===== src/rtl/core/srr_pkg.sv =====
// ----------------------------------------------------------------------------
// Selective-repeat receiver package
// Widths, window constants, result kinds and the command passed from the
// classifier to the result stage.
// ----------------------------------------------------------------------------
package srr_pkg;

  // Window size. It must be a power of two so the ring index wraps naturally.
  localparam int WINDOW   = 32;
  localparam int IDX_W    = $clog2(WINDOW);
  localparam int MAX_SEG  = 1464;

  localparam int SEQ_W    = 31;
  localparam int TAG_W    = 16;
  localparam int LEN_W    = 11;
  localparam int CNT_W    = 32;

  localparam int QDEPTH   = 4;
  localparam int QPTR_W   = $clog2(QDEPTH);

  typedef enum logic [1:0] {
    KIND_ACK     = 2'd0,
    KIND_STOP    = 2'd1,
    KIND_DELIVER = 2'd2
  } kind_e;

  // One command for the result stage: an ack, a stop ack or a delivery.
  typedef struct packed {
    kind_e              kind;
    logic [SEQ_W-1:0]   value;   // acked sequence, or announced total
    logic [TAG_W-1:0]   tag;
    logic [LEN_W-1:0]   len;
    logic               last;
  } cmd_t;

endpackage


===== src/rtl/core/srr_if.sv =====
// ----------------------------------------------------------------------------
// Selective-repeat receiver channels
// Valid/ready channels for segment headers and for result items.
// ----------------------------------------------------------------------------
interface srr_seg_if import srr_pkg::*; ();
  logic             valid;
  logic             ready;
  logic             finish;
  logic [SEQ_W-1:0] seq_num;
  logic [SEQ_W-1:0] seg_length;
  logic [TAG_W-1:0] payload_tag;

  modport source (output valid, finish, seq_num, seg_length, payload_tag,
                  input ready);
  modport sink   (input valid, finish, seq_num, seg_length, payload_tag,
                  output ready);
endinterface

interface srr_res_if import srr_pkg::*; ();
  logic             valid;
  logic             ready;
  logic [1:0]       kind;
  logic [SEQ_W-1:0] ack_seq;
  logic [TAG_W-1:0] deliver_tag;
  logic [LEN_W-1:0] deliver_length;
  logic [CNT_W-1:0] bytes_delivered;
  logic             done_res;
  logic             last;

  modport source (output valid, kind, ack_seq, deliver_tag, deliver_length,
                  bytes_delivered, done_res, last, input ready);
  modport sink   (input valid, kind, ack_seq, deliver_tag, deliver_length,
                  bytes_delivered, done_res, last, output ready);
endinterface


===== src/rtl/core/srr_front.sv =====
// ----------------------------------------------------------------------------
// Selective-repeat receiver front end
// Accepts segment headers, classifies them against the window, stores new
// segments in the slot ring and walks the in-order run from the base.
// ----------------------------------------------------------------------------
module srr_front import srr_pkg::*; (
  input  logic        clk_i,
  input  logic        rst_ni,
  srr_seg_if.sink     seg_i,
  input  logic        q_empty_i,
  input  logic        q_full_i,
  input  logic        finished_i,
  output logic        push_o,
  output cmd_t        cmd_o
);

  typedef enum logic [3:0] {
    F_IDLE  = 4'b0001,
    F_CLASS = 4'b0010,
    F_RD    = 4'b0100,
    F_PUSH  = 4'b1000
  } front_state_e;

  front_state_e state_q, state_d;

  logic             fin_q;
  logic [SEQ_W-1:0] seq_q;
  logic [SEQ_W-1:0] len_q;
  logic [TAG_W-1:0] tag_q;

  logic [SEQ_W-1:0]  base_q, base_d;
  logic [IDX_W-1:0]  head_q, head_d;
  logic [WINDOW-1:0] held_q, held_d;

  logic [LEN_W-1:0] mem_len [WINDOW];
  logic [TAG_W-1:0] mem_tag [WINDOW];
  logic [LEN_W-1:0] rd_len_q;
  logic [TAG_W-1:0] rd_tag_q;

  logic             accept;
  logic             below;
  logic [SEQ_W-1:0] off;
  logic             in_win;
  logic [IDX_W-1:0] idx;
  logic [IDX_W-1:0] head_nxt;
  logic [LEN_W-1:0] len_clamped;
  logic             wr_en;

  assign seg_i.ready = (state_q == F_IDLE) && q_empty_i;
  assign accept      = seg_i.valid && seg_i.ready;

  assign below       = seq_q < base_q;
  assign off         = seq_q - base_q;
  assign in_win      = off < SEQ_W'(WINDOW);
  assign idx         = head_q + off[IDX_W-1:0];
  assign head_nxt    = head_q + IDX_W'(1);
  assign len_clamped = (len_q > SEQ_W'(MAX_SEG)) ? LEN_W'(MAX_SEG) : len_q[LEN_W-1:0];

  always_comb begin
    state_d = state_q;
    base_d  = base_q;
    head_d  = head_q;
    held_d  = held_q;
    wr_en   = 1'b0;
    push_o  = 1'b0;
    cmd_o   = '{kind: KIND_ACK, value: '0, tag: '0, len: '0, last: 1'b1};
    unique case (state_q)
      F_IDLE: begin
        if (accept) begin
          state_d = F_CLASS;
        end
      end
      F_CLASS: begin
        if (finished_i) begin
          state_d = F_IDLE;
        end else if (fin_q) begin
          cmd_o.kind  = KIND_STOP;
          cmd_o.value = len_q;
          if (!q_full_i) begin
            push_o  = 1'b1;
            state_d = F_IDLE;
          end
        end else if (below) begin
          cmd_o.value = seq_q;
          if (!q_full_i) begin
            push_o  = 1'b1;
            state_d = F_IDLE;
          end
        end else if (!in_win || held_q[idx]) begin
          state_d = F_IDLE;
        end else begin
          // New segment: ack it, and if it sits at the base start releasing.
          cmd_o.value = seq_q;
          cmd_o.last  = (off[IDX_W-1:0] != '0);
          if (!q_full_i) begin
            push_o      = 1'b1;
            wr_en       = 1'b1;
            held_d[idx] = 1'b1;
            state_d     = (off[IDX_W-1:0] == '0) ? F_RD : F_IDLE;
          end
        end
      end
      F_RD: begin
        state_d = F_PUSH;
      end
      F_PUSH: begin
        cmd_o.kind = KIND_DELIVER;
        cmd_o.tag  = rd_tag_q;
        cmd_o.len  = rd_len_q;
        cmd_o.last = !held_q[head_nxt];
        if (!q_full_i) begin
          push_o         = 1'b1;
          held_d[head_q] = 1'b0;
          head_d         = head_nxt;
          base_d         = base_q + SEQ_W'(1);
          state_d        = held_q[head_nxt] ? F_RD : F_IDLE;
        end
      end
      default: begin
        state_d = F_IDLE;
      end
    endcase
  end

  always_ff @(posedge clk_i or negedge rst_ni) begin
    if (!rst_ni) begin
      state_q <= F_IDLE;
      base_q  <= '0;
      head_q  <= '0;
      held_q  <= '0;
    end else begin
      state_q <= state_d;
      base_q  <= base_d;
      head_q  <= head_d;
      held_q  <= held_d;
    end
  end

  always_ff @(posedge clk_i) begin
    if (accept) begin
      fin_q <= seg_i.finish;
      seq_q <= seg_i.seq_num;
      len_q <= seg_i.seg_length;
      tag_q <= seg_i.payload_tag;
    end
  end

  always_ff @(posedge clk_i) begin
    if (wr_en) begin
      mem_len[idx] <= len_clamped;
      mem_tag[idx] <= tag_q;
    end
    rd_len_q <= mem_len[head_q];
    rd_tag_q <= mem_tag[head_q];
  end

endmodule


===== src/rtl/core/srr_queue.sv =====
// ----------------------------------------------------------------------------
// Selective-repeat receiver command queue
// Small FIFO of commands between the front end and the result stage.
// ----------------------------------------------------------------------------
module srr_queue import srr_pkg::*; (
  input  logic  clk_i,
  input  logic  rst_ni,
  input  logic  push_i,
  input  cmd_t  cmd_i,
  output logic  full_o,
  input  logic  pop_i,
  output cmd_t  cmd_o,
  output logic  empty_o
);

  cmd_t              entries [QDEPTH];
  logic [QPTR_W-1:0] wr_ptr_q, rd_ptr_q;
  logic [QPTR_W:0]   count_q;
  logic              do_push, do_pop;

  assign full_o  = (count_q == (QPTR_W+1)'(QDEPTH));
  assign empty_o = (count_q == '0);
  assign do_push = push_i && !full_o;
  assign do_pop  = pop_i && !empty_o;
  assign cmd_o   = entries[rd_ptr_q];

  always_ff @(posedge clk_i or negedge rst_ni) begin
    if (!rst_ni) begin
      wr_ptr_q <= '0;
      rd_ptr_q <= '0;
      count_q  <= '0;
    end else begin
      if (do_push) begin
        wr_ptr_q <= wr_ptr_q + QPTR_W'(1);
      end
      if (do_pop) begin
        rd_ptr_q <= rd_ptr_q + QPTR_W'(1);
      end
      if (do_push && !do_pop) begin
        count_q <= count_q + (QPTR_W+1)'(1);
      end else if (do_pop && !do_push) begin
        count_q <= count_q - (QPTR_W+1)'(1);
      end
    end
  end

  always_ff @(posedge clk_i) begin
    if (do_push) begin
      entries[wr_ptr_q] <= cmd_i;
    end
  end

endmodule


===== src/rtl/core/srr_back.sv =====
// ----------------------------------------------------------------------------
// Selective-repeat receiver result stage
// Turns commands into result items, keeps the byte count and the done state.
// ----------------------------------------------------------------------------
module srr_back import srr_pkg::*; (
  input  logic        clk_i,
  input  logic        rst_ni,
  input  logic        q_empty_i,
  input  cmd_t        cmd_i,
  output logic        pop_o,
  output logic        finished_o,
  srr_res_if.source   res_o
);

  logic             out_valid_q;
  logic [CNT_W-1:0] cnt_q, cnt_d;
  logic [SEQ_W-1:0] total_q, total_d;
  logic             known_q, known_d;
  logic             finished_q;
  logic             done;

  logic [1:0]       kind_q;
  logic [SEQ_W-1:0] ack_q;
  logic [TAG_W-1:0] tag_q;
  logic [LEN_W-1:0] len_q;
  logic [CNT_W-1:0] bytes_q;
  logic             done_q;
  logic             last_q;

  assign pop_o = !q_empty_i && (!out_valid_q || res_o.ready);

  always_comb begin
    cnt_d   = cnt_q;
    total_d = total_q;
    known_d = known_q;
    if (cmd_i.kind == KIND_DELIVER) begin
      cnt_d = cnt_q + CNT_W'(cmd_i.len);
    end
    if (cmd_i.kind == KIND_STOP) begin
      total_d = cmd_i.value;
      known_d = 1'b1;
    end
  end

  assign done = known_d && (cnt_d == CNT_W'(total_d));

  always_ff @(posedge clk_i or negedge rst_ni) begin
    if (!rst_ni) begin
      out_valid_q <= 1'b0;
      cnt_q       <= '0;
      total_q     <= '0;
      known_q     <= 1'b0;
      finished_q  <= 1'b0;
    end else begin
      if (pop_o) begin
        out_valid_q <= 1'b1;
        cnt_q       <= cnt_d;
        total_q     <= total_d;
        known_q     <= known_d;
        if (cmd_i.last && done) begin
          finished_q <= 1'b1;
        end
      end else if (res_o.ready) begin
        out_valid_q <= 1'b0;
      end
    end
  end

  always_ff @(posedge clk_i) begin
    if (pop_o) begin
      kind_q  <= cmd_i.kind;
      ack_q   <= (cmd_i.kind == KIND_ACK) ? cmd_i.value : '0;
      tag_q   <= (cmd_i.kind == KIND_DELIVER) ? cmd_i.tag : '0;
      len_q   <= (cmd_i.kind == KIND_DELIVER) ? cmd_i.len : '0;
      bytes_q <= cnt_d;
      done_q  <= done;
      last_q  <= cmd_i.last;
    end
  end

  assign finished_o            = finished_q;
  assign res_o.valid           = out_valid_q;
  assign res_o.kind            = kind_q;
  assign res_o.ack_seq         = ack_q;
  assign res_o.deliver_tag     = tag_q;
  assign res_o.deliver_length  = len_q;
  assign res_o.bytes_delivered = bytes_q;
  assign res_o.done_res        = done_q;
  assign res_o.last            = last_q;

endmodule


===== src/rtl/core/selective_repeat_receiver_unit.sv =====
// ----------------------------------------------------------------------------
// Selective-repeat receiver unit
// Receive window of a selective-repeat link: acks, stop acks, in-order release.
// ----------------------------------------------------------------------------
// Segment headers enter on seg_i and result items leave on res_o, both
// valid/ready channels. Each header gives zero or more result items; the one
// with last set closes the results of that header. A new data segment inside
// the window is acked and stored; when it lands on the window base, the run of
// held segments from the base onward is released in order as delivery items.
// A segment below the base is acked again. A finish header gives a stop ack.
// Once delivered bytes reach the announced total, later headers are taken
// and dropped without a result.
// The front end takes a header and classifies it, then for each released
// segment reads the slot and pushes the delivery. The result stage drains one
// item per cycle into its output register while the result side is ready. The
// next header is taken only once the slot-ring walk is over and the command
// queue has drained.
// Reset empties the window (all slots free, base zero) and the byte count.
// When the result side stalls, the command queue fills and then the front
// end holds; seg_i.ready stays low until the queue has drained.
// ----------------------------------------------------------------------------
module selective_repeat_receiver_unit import srr_pkg::*; (
  input  logic      clk_i,
  input  logic      rst_ni,
  srr_seg_if.sink   seg_i,
  srr_res_if.source res_o
);

  // Commands from the classifier toward the result stage.
  cmd_t front_cmd;
  cmd_t queue_cmd;
  logic push;
  logic pop;
  logic q_full;
  logic q_empty;

  // The result stage owns the done state; the front end drops headers once
  // it is set.
  logic finished;

  srr_front u_front (
    .clk_i      (clk_i),
    .rst_ni     (rst_ni),
    .seg_i      (seg_i),
    .q_empty_i  (q_empty),
    .q_full_i   (q_full),
    .finished_i (finished),
    .push_o     (push),
    .cmd_o      (front_cmd)
  );

  srr_queue u_queue (
    .clk_i   (clk_i),
    .rst_ni  (rst_ni),
    .push_i  (push),
    .cmd_i   (front_cmd),
    .full_o  (q_full),
    .pop_i   (pop),
    .cmd_o   (queue_cmd),
    .empty_o (q_empty)
  );

  srr_back u_back (
    .clk_i      (clk_i),
    .rst_ni     (rst_ni),
    .q_empty_i  (q_empty),
    .cmd_i      (queue_cmd),
    .pop_o      (pop),
    .finished_o (finished),
    .res_o      (res_o)
  );

endmodule

===== src/flat_wrapper.sv =====
// flat-port wrapper written by rule: the top's interface ports become plain ports
module selective_repeat_receiver_unit_flat import srr_pkg::*;
  (clk_i, rst_ni, seg_i_valid, seg_i_finish, seg_i_seq_num, seg_i_seg_length, seg_i_payload_tag, seg_i_ready, res_o_valid, res_o_kind, res_o_ack_seq, res_o_deliver_tag, res_o_deliver_length, res_o_bytes_delivered, res_o_done_res, res_o_last, res_o_ready);
  srr_seg_if seg_i_i ();
  srr_res_if res_o_i ();
  input  logic clk_i;
  input  logic rst_ni;
  input wire logic [$bits(seg_i_i.valid)-1:0] seg_i_valid;
  input wire logic [$bits(seg_i_i.finish)-1:0] seg_i_finish;
  input wire logic [$bits(seg_i_i.seq_num)-1:0] seg_i_seq_num;
  input wire logic [$bits(seg_i_i.seg_length)-1:0] seg_i_seg_length;
  input wire logic [$bits(seg_i_i.payload_tag)-1:0] seg_i_payload_tag;
  output wire logic [$bits(seg_i_i.ready)-1:0] seg_i_ready;
  output wire logic [$bits(res_o_i.valid)-1:0] res_o_valid;
  output wire logic [$bits(res_o_i.kind)-1:0] res_o_kind;
  output wire logic [$bits(res_o_i.ack_seq)-1:0] res_o_ack_seq;
  output wire logic [$bits(res_o_i.deliver_tag)-1:0] res_o_deliver_tag;
  output wire logic [$bits(res_o_i.deliver_length)-1:0] res_o_deliver_length;
  output wire logic [$bits(res_o_i.bytes_delivered)-1:0] res_o_bytes_delivered;
  output wire logic [$bits(res_o_i.done_res)-1:0] res_o_done_res;
  output wire logic [$bits(res_o_i.last)-1:0] res_o_last;
  input wire logic [$bits(res_o_i.ready)-1:0] res_o_ready;
  assign seg_i_i.valid = seg_i_valid;
  assign seg_i_i.finish = seg_i_finish;
  assign seg_i_i.seq_num = seg_i_seq_num;
  assign seg_i_i.seg_length = seg_i_seg_length;
  assign seg_i_i.payload_tag = seg_i_payload_tag;
  assign seg_i_ready = seg_i_i.ready;
  assign res_o_valid = res_o_i.valid;
  assign res_o_kind = res_o_i.kind;
  assign res_o_ack_seq = res_o_i.ack_seq;
  assign res_o_deliver_tag = res_o_i.deliver_tag;
  assign res_o_deliver_length = res_o_i.deliver_length;
  assign res_o_bytes_delivered = res_o_i.bytes_delivered;
  assign res_o_done_res = res_o_i.done_res;
  assign res_o_last = res_o_i.last;
  assign res_o_i.ready = res_o_ready;
  selective_repeat_receiver_unit u_core (.clk_i(clk_i), .rst_ni(rst_ni), .seg_i(seg_i_i), .res_o(res_o_i));
endmodule

===== config.mk =====
export PLATFORM = sky130hd
export DESIGN_NAME = selective_repeat_receiver_unit_flat
export DESIGN_NICKNAME = d
export VERILOG_FILES = /design/src/rtl/core/srr_pkg.sv /design/src/rtl/core/srr_if.sv /design/src/rtl/core/srr_front.sv /design/src/rtl/core/srr_queue.sv /design/src/rtl/core/srr_back.sv /design/src/rtl/core/selective_repeat_receiver_unit.sv /design/src/flat_wrapper.sv
export SDC_FILE = /design/constraint.sdc
export NUM_CORES = 2
export LEC_CHECK = 0
export BUFFER_PORTS_ARGS = -buffer_cell sky130_fd_sc_hd__buf_4
export CAP_MARGIN = 5
export CELL_PAD_IN_SITES_DETAIL_PLACEMENT = 0
export CELL_PAD_IN_SITES_GLOBAL_PLACEMENT = 1
export CORE_MARGIN = 4
export CORE_UTILIZATION = 50
export CTS_CLUSTER_SIZE = 25
export DETAILED_ROUTE_END_ITERATION = 8
export GPL_ROUTABILITY_DRIVEN = 1
export MAX_ROUTING_LAYER = met4
export PLACE_DENSITY_LB_ADDON = 0.2
export SLEW_MARGIN = 20
export SYNTH_ARGS = -nofsm -noshare
export SYNTH_HDL_FRONTEND = slang
export SYNTH_SLANG_ARGS = --single-unit
export TNS_END_PERCENT = 50

===== constraint.sdc =====
create_clock -name clk_i -period 9.56 [get_ports clk_i]
set_input_delay 1.912 -clock clk_i [delete_from_list [all_inputs] [get_ports clk_i]]
set_output_delay 1.912 -clock clk_i [all_outputs]
set_load 0.01 [all_outputs]

After elaboration in Yosys (flattened, before gate mapping)
Memories as Yosys holds them, arrays and structs flattened. A register that Yosys moved wholly into a read port is not among the register bits.
Index checks and enable logic that the tools add are counted.
Cells by class
  $add $sub $neg: 9
  magnitude comparators: 8
  equal/unequal tests: 16
  multiplexer cells: 61
  bitwise logic cells: 4
  reduce and logical (&&, ||, !) cells: 31
Operator list (count)
  32-bit 2-to-1 mux: 8
  31-bit 2-to-1 mux: 5
  32-bit case mux with 2 select lines: 1
  32-bit by 11-bit adder with 32-bit output: 1
  32-bit AND: 1
  32-bit by 31-bit == test with 1-bit output: 1
  4-bit 2-to-1 mux: 8
  32-bit NOT: 1
  32-bit bitwise OR: 1
  31-bit by 1-bit adder with 31-bit output, second input constant: 1
  31-bit by 11-bit > comparator with 1-bit output, second input constant: 1
  31-bit < comparator: 1
  31-bit by 6-bit < comparator with 1-bit output, second input constant: 1
  31-bit subtractor: 1
  27-bit 2-to-1 mux: 1
  1-bit 2-to-1 mux: 25
  5-bit by 6-bit < comparator with 1-bit output, second input constant: 3
  4-bit case mux with 4 select lines: 1
  2-bit inequality test, second input constant: 7
  3-bit 2-to-1 mux: 4
  1-bit logical AND: 11
  11-bit 2-to-1 mux: 1
  1-bit binary-select mux with 5-bit select: 2
  1-bit demux with 5-bit select: 2
  other kinds (27): 40
Storage, ports and cells
  bits in registers: 318
  memory bits (writable): 1108
  input bits: 83
  output and inout port bits: 96
  logic and storage cells: 155
  memories: 3
Memories
  u_core.u_front.mem_tag: words 32, width 16, rd ports 1, clocked after memory_dff 1, write ports 1, RTL line srr_front.sv:36  | logic [TAG_W-1:0] mem_tag [WINDOW];
  u_core.u_front.mem_len: words 32, width 11, rd ports 1, clocked after memory_dff 1, write ports 1, RTL line srr_front.sv:35  | logic [LEN_W-1:0] mem_len [WINDOW];
  u_core.u_queue.entries: words 4, width 61, rd ports 1, clocked after memory_dff 0, write ports 1, RTL line srr_queue.sv:16  | cmd_t entries [QDEPTH];

Logic depth before layout (Yosys ltp)
  depth after elaboration: 15
  depth in mapped cells: 24

Hierarchy
A second synthesis with hierarchy kept.
Second synthesis, totals
  cells, all modules: 3453
  area, all modules: 60285.3 um^2
By module, submodules not included
  srr_front: instances 1, cells each 2365, area an instance 42524.5 um^2, seq. area each 30660.7 um^2
  srr_queue: instances 1, cells each 355, area an instance 9296.4 um^2, seq. area each 7502.2 um^2
  srr_back: instances 1, cells each 733, area an instance 8464.4 um^2, seq. area each 4474.3 um^2

Worst setup path before layout
OpenSTA, ideal clock, no wires.
  path type: register to register
  from: reg u_core.u_front.head_q[1]
  to: mem u_core.u_front.mem_len[11][0] (enable)
  setup time: 0.479 ns
  data arrival time: 6.886 ns
  data required time: 9.081 ns
  slack: 2.195 ns
  cell stages (with the launch flop): 17
  buffers on the path: 5
  period minus slack after synthesis: 7.365 ns
  cells stage by stage: dfrtp_1 clkbuf_1 clkbuf_1 clkbuf_1 inv_1 fa_1 buf_1 mux4_2 mux2i_1 nor2_1 mux2_1 nor4b_1 nand4b_1 nor2_2 nand3_2 buf_2 nor4_1
On the way
  word-level cells in the longest chain between the ends: 11
Ends and longest elaborated chain
  start: declaration: RTL line srr_front.sv:32  | logic [IDX_W-1:0] head_q, head_d;
  start signal: assignment: RTL line srr_front.sv:129  | head_q <= '0;
  start signal: assignment: RTL line srr_front.sv:134  | head_q <= head_d;
  5-bit adder (*): RTL line srr_front.sv:55  | assign idx = head_q + off[IDX_W-1:0];
  1-bit binary-select mux with 5-bit select: RTL line srr_front.sv:89  | end else if (!in_win || held_q[idx]) begin
  1-bit 2-to-1 mux (not written as such): RTL line srr_front.sv:89
  1-bit logical OR: RTL line srr_front.sv:89
  1-bit 2-to-1 mux: RTL line srr_front.sv:89
  1-bit 2-to-1 mux: RTL line srr_front.sv:83  | end else if (below) begin
  1-bit 2-to-1 mux: RTL line srr_front.sv:76  | end else if (fin_q) begin
  1-bit 2-to-1 mux: RTL line srr_front.sv:74  | if (finished_i) begin
  1-bit 2-to-1 mux: RTL line srr_front.sv:67  | unique case (state_q)
  1-bit 2-to-1 mux: RTL line srr_front.sv:149  | if (wr_en) begin
  1-bit 2-to-1 mux (not written as such): RTL line srr_front.sv:150  | mem_len[idx] <= len_clamped;
  end: declaration: RTL line srr_front.sv:35
Mark *: on every way between the ends. The rest lies on a longest branch, timed or not. The select of a mux whose other input is x is not followed.

Worst setup path after layout
  from: reg u_core.u_front.base_q[0]
  to: mem u_core.u_front.mem_tag[0][9] (enable)
On the way
  word-level cells in the longest chain between the ends: 12
Ends and longest elaborated chain
  start: declaration: RTL line srr_front.sv:31  | logic [SEQ_W-1:0] base_q, base_d;
  start signal: assignment: RTL line srr_front.sv:133  | base_q <= base_d;
  31-bit subtractor: RTL line srr_front.sv:53  | assign off = seq_q - base_q;
  5-bit adder: RTL line srr_front.sv:55
  1-bit binary-select mux with 5-bit select: RTL line srr_front.sv:89
  1-bit 2-to-1 mux (not written as such): RTL line srr_front.sv:89
  1-bit logical OR: RTL line srr_front.sv:89
  1-bit 2-to-1 mux: RTL line srr_front.sv:89
  1-bit 2-to-1 mux: RTL line srr_front.sv:83
  1-bit 2-to-1 mux: RTL line srr_front.sv:76
  1-bit 2-to-1 mux: RTL line srr_front.sv:74
  1-bit 2-to-1 mux: RTL line srr_front.sv:67
  1-bit 2-to-1 mux: RTL line srr_front.sv:149
  1-bit 2-to-1 mux (not written as such): RTL line srr_front.sv:151  | mem_tag[idx] <= tag_q;
  end: declaration: RTL line srr_front.sv:36
Several ways; a longest one is shown, not always the timed one. The select of a mux whose other input is x is not followed.

==> impl_metrics.json <==
{
  "outcome": "complete, no violations",
  "route.detailed.drc": 0,
  "postRouteAntennaNets": 0,
  "skew_ns": 0.03583,
  "synth_area_leaders": "edfxtp_1, mux4_2, dfrtp_1",
  "routed_via_density": 6.142,
  "vias": 31921,
  "slew_violations": 0,
  "cp.required_ns": 10.00,
  "synth-seq-cells": 1453,
  "fmax_ghz": 0.1430,
  "cts_tree": "done",
  "fin_crit_ns": 6.992,
  "nets": 3692,
  "setup_tns_ns": 0,
  "rsz0062_at_grt": "no",
  "syn-num-nets": 3430,
  "syn2layout_area_growth_pct": 14.23,
  "maxCapViolCount": 0,
  "placed_cells": 4921,
  "insertion_delay_ns": 0.77,
  "finalCritPeriodShare": 0.7314,
  "post_cts_buffers": 0,
  "ys_async_sr_fraction": 0.09979,
  "die_w_um": 351.8,
  "end_kind": "register",
  "syn_area_um2": 59110,
  "grt_max_degree": 128,
  "cp_max_fo": 23,
  "whs_path_depth": 1,
  "peakVddDrop_mv": 0.1759,
  "tightest_slew_ns": 1.024,
  "yosysWarnings": 0,
  "power_density_nw_per_um2": 224.4,
  "port_buffers": 178,
  "cts_buffers": 148,
  "start_kind": "register",
  "hold_path.class": "reg2reg",
  "core-area_um2": 116800,
  "setup_viol": 0,
  "synthFlopType": "edfxtp_1",
  "ios": 179,
  "gp_congestion": 0.9434,
  "drtIter0Drc": 3385,
  "synthTopCellsByCount": "edfxtp_1, mux4_2, nand2_1, dfrtp_1, clkbuf_1",
  "synth_top_cell_by_area": "edfxtp_1",
  "path_class": "reg2reg",
  "post_cts_resized": 0,
  "preCtsSetupSlack_ns": 2.306,
  "grt_overflow": 0,
  "netlist_instances": 3287,
  "layout_setup_ws_ns": 2.568,
  "rows": 125,
  "drive_above_1_share": 0.2442,
  "cts_max_level": 4,
  "grt_pass1_wl_um": 222100,
  "initial_utilization": 0.5060,
  "yosysTopAreaCellShare": 0.6507,
  "ff2ff_path_depth": 15,
  "cts_buffer_depth": 3,
  "ctsHoldBuffers": 0,
  "p_leak_uw": 0.02374,
  "finalWirelength_um": 153300,
  "synthDistinctLibCells": 85,
  "synth.most_common_cell": "edfxtp_1",
  "root_buffer": "clkbuf_16",
  "firstDrtPassIters": 6,
  "antenna_found_initial": 6,
  "hold_violations": 0,
  "dieArea_um2": 123800,
  "hpwl_um": 100400,
  "wire_per_inst_um": 29.50,
  "grt_pass1_vias": 32152,
  "cts.sinks": 1453,
  "synth-seq-area-share": 0.7213,
  "syn_avg_cell_area_um2": 17.98,
  "relSlewSlack": 0.3134,
  "synth-edff-count": 1281,
  "final_cells": 5197,
  "die_h_um": 351.8,
  "grt_usage": 0.2564,
  "clkSlewWorstSetupHoldPaths_ns": 0.06,
  "cp.arrival_ns": 7.43,
  "power_uw": 15150
}
## worst paths after layout
path,startpoint,end,slack [ns]
max in group asynchronous,rst_ni,u_core.u_front.head_q[1],7.30
hold reg to reg,u_core.u_front.base_q[22],u_core.u_front.base_q[22],0.47
setup reg to reg,u_core.u_front.base_q[0],u_core.u_front.mem_tag[0][9],2.57
setup / recovery,u_core.u_front.base_q[0],u_core.u_front.mem_tag[0][9],2.57
min in group asynchronous,rst_ni,u_core.u_back.cnt_q[24],1.08
hold / removal,u_core.u_front.base_q[22],u_core.u_front.base_q[22],0.47
## cells in the final DEF (no fill, tap or decap), types with 61 or more instances in the layout
cell type / n
clkbuf_16: 151
and2_1: 98
a22oi_1: 107
buf_4: 271
edfxtp_1: 1281
xnor2_1: 89
nor2_1: 63
nand2_1: 180
o21ai_0: 86
dfrtp_1: 140
inv_1: 61
mux4_2: 295
## final cells by class
cell class	instances	area, µm²
Inverter	63	239.0
Sequential cell	1453	42650
Tap cell	1524	1907
Clock buffer	196	4028
Fill cell	8725	49310
Clock inverter	74	705.7
Multi-Input combinational cell	1608	15880
Timing Repair Buffer	275	2106
Antenna cell	4	10.01
## where the power goes
part / total [µW] / internal, µW / switching [µW]
clock: 5600 / 3200 / 2400
sequential: 7520 / 7260 / 259
combinational: 2030 / 841 / 1190
## worst max-delay path, cell delays in order (launching register included)
cell and delay, ns:
dfrtp_1 0.42, ha_1 0.22, fa_1 0.50, fa_1 0.51
nand2b_1 0.18, a21oi_1 0.19, xor2_1 0.11, xnor2_1 0.66
mux2_1 0.39, nor4b_1 0.55, nand4b_1 0.32, nor2_2 0.33
nand3_2 0.70, buf_4 0.47, nor3_2 0.68, buf_4 0.42
## state kept, by name, indices dropped and copies added, names as in the netlist, 11 cells and up
signal and cells:
u_core.u_back.cnt_q 32, u_core.u_back.res_o.ack_seq 31, u_core.u_back.res_o.bytes_delivered 32, u_core.u_back.res_o.deliver_length 11, u_core.u_back.res_o.deliver_tag 16, u_core.u_back.total_q 31, u_core.u_front.base_q 31, u_core.u_front.held_q 32
u_core.u_front.len_q 31, u_core.u_front.mem_len 352, u_core.u_front.mem_tag 512, u_core.u_front.rd_len_q 11, u_core.u_front.rd_tag_q 16, u_core.u_front.seq_q 31, u_core.u_front.tag_q 16, u_core.u_queue.entries 244
## metrics by stage
step	util	cell area, µm²	hold slack [ns]
after floorplan	-	59110	0.4244
after global placement	0.5367	62700	0.4464
after detailed placement	0.5368	62710	0.4646
after CTS	0.5773	67450	0.4745
after global routing	0.5779	67520	0.4953
final	0.5779	67520	0.4701
## cell families after synthesis
group / count (synthesis) / share of synthesized area
AOI/OAI and AO/OA: 421 / 0.04790
xor gates and xnor gates: 147 / 0.02201
adders and majority gates: 60 / 0.01321
buffers and inverters: 226 / 0.01509
DFF: 1453 / 0.7213
muxes: 370 / 0.1259
and+or+nand+nor: 610 / 0.05465
## layer usage
layer,wire [µm],vias to the layer above,share of wire,global-route usage
li1,-,13693,-,-
met1,60380,16685,0.39,0.3319
met2,77150,1283,0.50,0.4166
met3,9782,260,0.064,0.03821
met4,6017,0,0.039,0.09624
met5,0,-,0,-
Note: power is estimated with default switching activity, not from simulation.
